===== config.mk =====
export PLATFORM = sky130hd
export DESIGN_NAME = sjf_nonpreemptive_scheduler_core
export DESIGN_NICKNAME = d
export VERILOG_FILES = /design/src/sv/sjf_pkg.sv /design/src/sv/sjf_ram.sv /design/src/sv/sjf_select.sv /design/src/sv/sjf_nonpreemptive_scheduler_core.sv
export SDC_FILE = /design/constraint.sdc
export NUM_CORES = 2
export LEC_CHECK = 0
export BUFFER_PORTS_ARGS = -buffer_cell sky130_fd_sc_hd__buf_2
export CORE_ASPECT_RATIO = 1.1
export CORE_MARGIN = 2
export CORE_UTILIZATION = 40
export CTS_CLUSTER_SIZE = 16
export DETAILED_ROUTE_END_ITERATION = 7
export HOLD_SLACK_MARGIN = 0.15
export PLACE_DENSITY_LB_ADDON = 0.05
export SLEW_MARGIN = 20
export SYNTH_ARGS = -nofsm -noshare
export SYNTH_HDL_FRONTEND = slang
export SYNTH_SLANG_ARGS = --single-unit
export TNS_END_PERCENT = 100

===== constraint.sdc =====
create_clock -name clk_i -period 4.81 [get_ports clk_i]
set_input_delay 0.7215 -clock clk_i [delete_from_list [all_inputs] [get_ports clk_i]]
set_output_delay 0.7215 -clock clk_i [all_outputs]
set_load 0.01 [all_outputs]

===== src/sv/sjf_pkg.sv =====
`default_nettype none

package sjf_pkg;

  localparam int unsigned MaxJobsDefault = 64;
  localparam int unsigned FieldW = 16;
  localparam int unsigned TimeW = 23;

  typedef struct packed {
    logic [FieldW-1:0] id;
    logic [FieldW-1:0] arr;
    logic [FieldW-1:0] burst;
  } job_t;

  typedef struct packed {
    logic found;
    job_t job;
  } cand_t;

  localparam int unsigned JobW = $bits(job_t);

endpackage

`default_nettype wire


===== src/sv/sjf_ram.sv =====
`default_nettype none

module sjf_ram #(
  parameter int unsigned Width = 8,
  parameter int unsigned Depth = 2
) (
  input  logic                     clk_i,
  input  logic                     we_i,
  input  logic [$clog2(Depth)-1:0] waddr_i,
  input  logic [Width-1:0]         wdata_i,
  input  logic                     re_i,
  input  logic [$clog2(Depth)-1:0] raddr_i,
  output logic [Width-1:0]         rdata_o
);

  logic [Width-1:0] mem_q [Depth];
  logic [Width-1:0] rdata_q;

  always_ff @(posedge clk_i) begin
    if (we_i) begin
      mem_q[waddr_i] <= wdata_i;
    end
    if (re_i) begin
      rdata_q <= mem_q[raddr_i];
    end
  end

  assign rdata_o = rdata_q;

endmodule

`default_nettype wire


===== src/sv/sjf_select.sv =====
`default_nettype none

module sjf_select import sjf_pkg::*; #(
  parameter int unsigned MaxJobs = MaxJobsDefault
) (
  input  logic                       clk_i,
  input  logic                       rst_ni,
  input  logic                       clear_i,
  input  logic                       chk_vld_i,
  input  logic [$clog2(MaxJobs)-1:0] chk_idx_i,
  input  logic                       sched_i,
  input  logic [TimeW-1:0]           cur_time_i,
  input  job_t                       entry_i,
  output cand_t                      ready_o,
  output logic [$clog2(MaxJobs)-1:0] ready_idx_o,
  output cand_t                      pend_o,
  output logic [$clog2(MaxJobs)-1:0] pend_idx_o
);

  localparam int unsigned IdxW = $clog2(MaxJobs);

  cand_t           ready_q, pend_q;
  logic [IdxW-1:0] ready_idx_q, pend_idx_q;
  logic            arrived, ready_better, pend_better;

  // Ready jobs order by burst, arrival, id; pending jobs by arrival, burst, id.
  // Strict compares keep the earlier entry on a full tie.
  assign arrived = {{(TimeW-FieldW){1'b0}}, entry_i.arr} <= cur_time_i;
  assign ready_better = !ready_q.found ||
      ({entry_i.burst, entry_i.arr, entry_i.id} <
       {ready_q.job.burst, ready_q.job.arr, ready_q.job.id});
  assign pend_better = !pend_q.found ||
      ({entry_i.arr, entry_i.burst, entry_i.id} <
       {pend_q.job.arr, pend_q.job.burst, pend_q.job.id});

  always_ff @(posedge clk_i or negedge rst_ni) begin
    if (!rst_ni) begin
      ready_q     <= '0;
      pend_q      <= '0;
      ready_idx_q <= '0;
      pend_idx_q  <= '0;
    end else if (clear_i) begin
      ready_q.found <= 1'b0;
      pend_q.found  <= 1'b0;
    end else if (chk_vld_i && !sched_i) begin
      if (arrived && ready_better) begin
        ready_q     <= '{found: 1'b1, job: entry_i};
        ready_idx_q <= chk_idx_i;
      end
      if (pend_better) begin
        pend_q     <= '{found: 1'b1, job: entry_i};
        pend_idx_q <= chk_idx_i;
      end
    end
  end

  assign ready_o     = ready_q;
  assign ready_idx_o = ready_idx_q;
  assign pend_o      = pend_q;
  assign pend_idx_o  = pend_idx_q;

endmodule

`default_nettype wire


===== src/sv/sjf_nonpreemptive_scheduler_core.sv =====
`default_nettype none

// Non-preemptive shortest-job-first scheduler. Job records are loaded one item
// per cycle while busy_o is low; the item with last_item_i set starts scheduling
// and busy_o stays high until the whole schedule has been sent. Each scheduled
// job id appears for exactly one cycle with valid_o high and must be taken then,
// since the receiver cannot stall the block. Each result needs one full scan of
// the job memory through its single read port, a wait state for the last read
// to land in the compare stage, and a pick state to commit the pick. Records
// beyond MaxJobs are dropped and reported on overflow_o with every result of
// that batch.
module sjf_nonpreemptive_scheduler_core import sjf_pkg::*; #(
  parameter int unsigned MaxJobs = MaxJobsDefault
) (
  input  logic              clk_i,
  input  logic              rst_ni,
  input  logic              start_i,
  output logic              busy_o,
  input  logic [FieldW-1:0] job_id_i,
  input  logic [FieldW-1:0] arrival_time_i,
  input  logic [FieldW-1:0] burst_time_i,
  input  logic              last_item_i,
  output logic              valid_o,
  output logic [FieldW-1:0] sched_job_id_o,
  output logic              last_result_o,
  output logic              overflow_o
);

  localparam int unsigned IdxW = $clog2(MaxJobs);
  localparam int unsigned CntW = $clog2(MaxJobs + 1);

  typedef enum logic [1:0] {
    StIdle,
    StScan,
    StWait,
    StPick
  } state_e;

  state_e             state_q;
  logic [CntW-1:0]    count_q, k_q;
  logic [IdxW-1:0]    ptr_q, chk_idx_q;
  logic               chk_vld_q;
  logic [TimeW-1:0]   time_q;
  logic               ovf_q;
  logic               valid_q, last_q, out_ovf_q;
  logic [FieldW-1:0]  out_id_q;

  logic              accept, store_full, load_we, ram_we, ram_re;
  logic [CntW-1:0]   cnt_m1, k_p1;
  job_t              wr_job, rd_job, pick_job;
  logic [JobW:0]     ram_wdata, rd_word;
  logic [IdxW-1:0]   ram_waddr;
  cand_t             ready, pend;
  logic [IdxW-1:0]   ready_idx, pend_idx, pick_idx;
  logic [TimeW-1:0]  base_time, time_d;

  // Each memory word carries a scheduled flag above the job record. Loading
  // writes the flag clear, and every pick writes its entry back with the flag set.
  assign accept     = start_i && (state_q == StIdle);
  assign store_full = (count_q == CntW'(MaxJobs));
  assign load_we    = accept && !store_full;
  assign ram_we     = load_we || (state_q == StPick);
  assign ram_waddr  = load_we ? count_q[IdxW-1:0] : pick_idx;
  assign ram_wdata  = load_we ? {1'b0, wr_job} : {1'b1, pick_job};
  assign ram_re     = (state_q == StScan);
  assign cnt_m1     = count_q - CntW'(1);
  assign k_p1       = k_q + CntW'(1);
  assign wr_job     = '{id: job_id_i, arr: arrival_time_i, burst: burst_time_i};
  assign rd_job     = rd_word[JobW-1:0];

  sjf_ram #(
    .Width(JobW + 1),
    .Depth(MaxJobs)
  ) u_job_ram (
    .clk_i  (clk_i),
    .we_i   (ram_we),
    .waddr_i(ram_waddr),
    .wdata_i(ram_wdata),
    .re_i   (ram_re),
    .raddr_i(ptr_q),
    .rdata_o(rd_word)
  );

  sjf_select #(
    .MaxJobs(MaxJobs)
  ) u_select (
    .clk_i      (clk_i),
    .rst_ni     (rst_ni),
    .clear_i    (state_q == StPick),
    .chk_vld_i  (chk_vld_q),
    .chk_idx_i  (chk_idx_q),
    .sched_i    (rd_word[JobW]),
    .cur_time_i (time_q),
    .entry_i    (rd_job),
    .ready_o    (ready),
    .ready_idx_o(ready_idx),
    .pend_o     (pend),
    .pend_idx_o (pend_idx)
  );

  always_comb begin
    if (ready.found) begin
      pick_job  = ready.job;
      pick_idx  = ready_idx;
      base_time = time_q;
    end else begin
      pick_job  = pend.job;
      pick_idx  = pend_idx;
      base_time = {{(TimeW-FieldW){1'b0}}, pend.job.arr};
    end
    time_d = base_time + {{(TimeW-FieldW){1'b0}}, pick_job.burst};
  end

  always_ff @(posedge clk_i or negedge rst_ni) begin
    if (!rst_ni) begin
      state_q   <= StIdle;
      count_q   <= '0;
      k_q       <= '0;
      ptr_q     <= '0;
      chk_idx_q <= '0;
      chk_vld_q <= 1'b0;
      time_q    <= '0;
      ovf_q     <= 1'b0;
      valid_q   <= 1'b0;
      last_q    <= 1'b0;
      out_ovf_q <= 1'b0;
      out_id_q  <= '0;
    end else begin
      valid_q <= 1'b0;
      case (state_q)
        StIdle: begin
          chk_vld_q <= 1'b0;
          if (accept) begin
            if (store_full) begin
              ovf_q <= 1'b1;
            end else begin
              count_q <= count_q + CntW'(1);
            end
            if (last_item_i) begin
              ptr_q   <= '0;
              k_q     <= '0;
              state_q <= StScan;
            end
          end
        end
        StScan: begin
          chk_vld_q <= 1'b1;
          chk_idx_q <= ptr_q;
          ptr_q     <= ptr_q + IdxW'(1);
          if (ptr_q == cnt_m1[IdxW-1:0]) begin
            state_q <= StWait;
          end
        end
        StWait: begin
          chk_vld_q <= 1'b0;
          state_q   <= StPick;
        end
        StPick: begin
          valid_q   <= 1'b1;
          out_id_q  <= pick_job.id;
          out_ovf_q <= ovf_q;
          ptr_q     <= '0;
          k_q       <= k_p1;
          if (k_p1 == count_q) begin
            last_q  <= 1'b1;
            count_q <= '0;
            time_q  <= '0;
            ovf_q   <= 1'b0;
            state_q <= StIdle;
          end else begin
            last_q  <= 1'b0;
            time_q  <= time_d;
            state_q <= StScan;
          end
        end
        default: begin
          state_q <= StIdle;
        end
      endcase
    end
  end

  assign busy_o         = (state_q != StIdle);
  assign valid_o        = valid_q;
  assign sched_job_id_o = out_id_q;
  assign last_result_o  = last_q;
  assign overflow_o     = out_ovf_q;

endmodule

`default_nettype wire


==> summary.txt <==
========================================================================================
Status                                                                      finished, final reports clean
Area growth, synth to finish                                                       15.9%
Endpoint class of the critical path                                                 flop
Buffering stage count on the worst path with inverters included                        4
Net count after synthesis                                                           6044
Launching element type of the critical path                                         flop
Leakage power of the design                                                      48.4 nW
Total number of nets in the final design                                            6511
Kind of critical path                                                       flop to flop
Worst-path fanout max                                                                 49
Final Hold Vio Count                                                                   0
Clock tree from TritonCTS                                                            yes
F_max                                                                            234 MHz
Slowest Stage Delay on Critical Path                                             0.79 ns
Setup repair after global routing missed its margin                                false
Global route hottest layer                                                          met2
Number of global-route vias before repair                                          65200
Dominant cell by count in the synthesized netlist                           sky130_fd_sc_hd__edfxtp_1
Iteration-0 DRC count of the detailed router                                        7137
GRT met3 Usage                                                                     3.61%
Die width                                                                         553 um
Insertion delay of the later-clocked pin in the worst-skew pair                  0.95 ns
Initial antenna violation count                                                       47
Worst setup slack before clock tree synthesis                                   0.538 ns
Final cell utilization of the core                                                 46.6%
Post-cts resize count                                                                  0
Slew @ Worst Pin                                                                 1.09 ns
Initial cell density of the core                                                   40.2%
Worst setup skew after layout                                                  0.0469 ns
HPWL after detailed placement                                                     240 mm
Dominant cells by area after synthesis                                      sky130_fd_sc_hd__edfxtp_1, sky130_fd_sc_hd__mux4_2, sky130_fd_sc_hd__dfrtp_1
Cell type contributing the most total cell area after synthesis             sky130_fd_sc_hd__edfxtp_1
Reg-to-reg setup timing slack                                                    0.54 ns
Postcts setup bufs                                                                     0
Initial DRT Pass Iterations                                                            6
Die area                                                                      336000 um2
Post-synthesis register bit count                                                   3367
Final setup viols                                                                      0
Share of the yosys chip area belonging to registers                                75.6%
Core Region                                                                   330000 um2
Total count of max-transition violations in the final report                           0
Max-cap violations                                                                     0
Number of H-tree levels                                                                5
Number of vias in the routed layout                                                63800
Cell at the slowest stage of the critical path                              sky130_fd_sc_hd__or3_1
Number of remaining DRC errors                                                         0
CTS Buf Count                                                                        364
Synthesized cell area                                                         133000 um2
Wire length of the first global-routing pass                                      548 mm
Maximum root-to-sink buffer count                                                      4
Cell Pwr Density                                                              649 nW/um2
Cell-by-cell trace of the critical path                                     inv_1 -> ha_1 -> and2_1 -> nor2b_1 -> inv_8 -> buf_4 -> nand2_1 -> o21ai_1 -> or3_1 -> nor2_4 -> buf_12
Post-synth EDFFs                                                                    3185
Global-route met2 utilization                                                      38.3%
Average footprint of a synthesized cell                                         22.7 um2
Portion of synthesized cell area occupied by the leading cell type                 72.1%
Cell Rows                                                                            221
Post-synthesis instance total                                                       5854
List of most frequent post-synthesis cells                                  sky130_fd_sc_hd__edfxtp_1, sky130_fd_sc_hd__mux4_2, sky130_fd_sc_hd__dfrtp_1
Met1 demand-to-capacity share in global routing                                    33.7%
Leading register cell type out of synthesis                                 sky130_fd_sc_hd__edfxtp_1
Io pins                                                                               72
Share of the cycle needed by the critical path after routing                       88.7%
Sinks on the clock net                                                              3367
Fraction of final layout cells with drive strength greater than 1                  32.9%
Maximum number of pins on one net before global-route repair                         116
Clock transition at path regs                                                    0.06 ns
Post-layout power                                                               0.0998 W
Type of the most critical hold path                                         input port to flop
Number of synthesis warnings                                                           0
Overall overflow remaining after global route                                          0
Relative slew slack                                                                25.5%
Worst vdd rail ir drop                                                          0.443 mV
Endpoint arrival time on the critical path                                       4.80 ns
Clk Tree Root Cell                                                          sky130_fd_sc_hd__clkbuf_16
Required arrival time at the worst endpoint                                      5.35 ns
Height of the die                                                                 608 um
Share of flip-flops with an asynchronous set or reset after synthesis              5.41%
Count of buffers from port buffering                                                  71
Hold Worst Slack                                                                0.268 ns
Category of cells accounting for the largest share of critical-path delay   simple AND/OR/NAND/NOR gates
Detailed Route WL                                                                 398 mm
Wire length per cell                                                             36.2 um
Final Wtd Congestion                                                               0.799
Layout filler cell count                                                           27300
Detail-routed via count per cell                                                    5.81
Routed Antenna Nets                                                                    0
Global-route total usage across every layer                                        23.5%
Post-synth cell types                                                                 69
Final setup margin                                                              0.545 ns
Period minus WS final                                                            4.27 ns
========================================================================================
## routing by layer
metal  up-vias  routed length (um)
li1      25700                   -
met1     35600              172000
met2      2070              194000
met3       418               23100
met4         8                8400
met5         -                  49
## tightest hold or removal path, stage by stage
cell and delay [ns]:
sky130_fd_sc_hd__buf_2 0.16, sky130_fd_sc_hd__a21oi_1 0.13, sky130_fd_sc_hd__o21ai_0 0.08, sky130_fd_sc_hd__o21ai_0 0.07
## through the flow
step | setup TNS (ns) | instances | area, um2
2_1_floorplan | -89.92 | 5854 | 133000
3_3_place_gp | 0 | 10300 | 142000
3_5_place_dp | 0 | 10300 | 142000
4_1_cts | 0 | 11000 | 154000
5_1_grt | 0 | 11000 | 154000
6_report | 0 | 11000 | 154000
## report_power, final
group	internal [W]	leakage [nW]	switching, W
clock	0.0159	5.66	0.0116
sequential	0.0404	31.0	0.00116
combinational	0.0107	11.8	0.0200
total	0.0670	48.4	0.0328
## registers in the layout, indices dropped and copies added (netlist names)
| name | count |
|---|---|
| u_select.pend_idx_o | 6 |
| u_job_ram.rdata_o | 49 |
| chk_idx_q | 6 |
| overflow_o | 1 |
| u_select.pend_o | 49 |
| state_q | 2 |
| u_select.ready_o | 49 |
| time_q | 23 |
| k_q | 7 |
| u_job_ram.mem_q | 3136 |
| ovf_q | 1 |
| ptr_q | 6 |
| chk_vld_q | 1 |
| valid_o | 1 |
| count_q | 7 |
| sched_job_id_o | 16 |
| u_select.ready_idx_o | 6 |
| last_result_o | 1 |
## path summary, 6_finish.rpt
check	startpoint	end	cells after the start
min in group asynchronous	rst_ni	overflow_o	2
max in group asynchronous	rst_ni	u_select.ready_o[32]	3
max	state_q[0]	u_job_ram.mem_q[58][27]	11
max reg2reg	state_q[0]	u_job_ram.mem_q[58][27]	11
min reg2reg	chk_vld_q	chk_vld_q	2
min	start_i	ovf_q	4
## logic make-up after synthesis
family | Yosys count | synth area share, %
xor gates and xnor gates | 27 | 0.178
muxes | 1205 | 18.9
AOI/OAI and AO/OA | 313 | 1.43
DFF | 3367 | 75.6
buffers and inverters | 425 | 1.31
adders and majority gates | 138 | 1.31
and+or+nand+nor | 379 | 1.29
## layout by cell type (no fill, tap or decap), types with 10 or more instances in the layout
master,instances
sky130_fd_sc_hd__a21o_1,38
sky130_fd_sc_hd__a21oi_1,75
sky130_fd_sc_hd__a21oi_4,33
sky130_fd_sc_hd__a31oi_1,10
sky130_fd_sc_hd__buf_12,117
sky130_fd_sc_hd__buf_2,70
sky130_fd_sc_hd__buf_4,208
sky130_fd_sc_hd__bufinv_16,29
sky130_fd_sc_hd__clkbuf_1,80
sky130_fd_sc_hd__clkbuf_16,373
sky130_fd_sc_hd__clkinv_1,77
sky130_fd_sc_hd__clkinv_2,68
sky130_fd_sc_hd__clkinvlp_4,12
sky130_fd_sc_hd__dfrtp_1,176
sky130_fd_sc_hd__diode_2,14
sky130_fd_sc_hd__edfxtp_1,3185
sky130_fd_sc_hd__ha_1,135
sky130_fd_sc_hd__inv_1,126
sky130_fd_sc_hd__mux2_2,120
sky130_fd_sc_hd__mux2i_1,41
sky130_fd_sc_hd__mux4_2,1029
sky130_fd_sc_hd__nand2_1,106
sky130_fd_sc_hd__nand3_1,36
sky130_fd_sc_hd__nand4_1,24
sky130_fd_sc_hd__nor2_1,81
sky130_fd_sc_hd__nor2_4,64
sky130_fd_sc_hd__nor3_1,20
sky130_fd_sc_hd__o21ai_0,83
sky130_fd_sc_hd__xnor2_1,20
## repair_timing
action | CTS | global route
hold endpoints to repair | 114 | 0
setup endpoints to repair | 0 | 0
hold buffers | 1 | 0
## area by class of cell
class                           count  area [um2]  share of cell area, %
Sequential cell                  3367      100000                   65.2
Inverter                          129         497                  0.323
Tap cell                         4348        5440                   3.54
Clock buffer                      460        9730                   6.33
Clock inverter                    205        1850                   1.21
Antenna cell                       14        35.0                 0.0228
Multi-Input combinational cell   2062       31600                   20.6
Timing Repair Buffer              397        4280                   2.79
(Power assumes the default switching activity.)
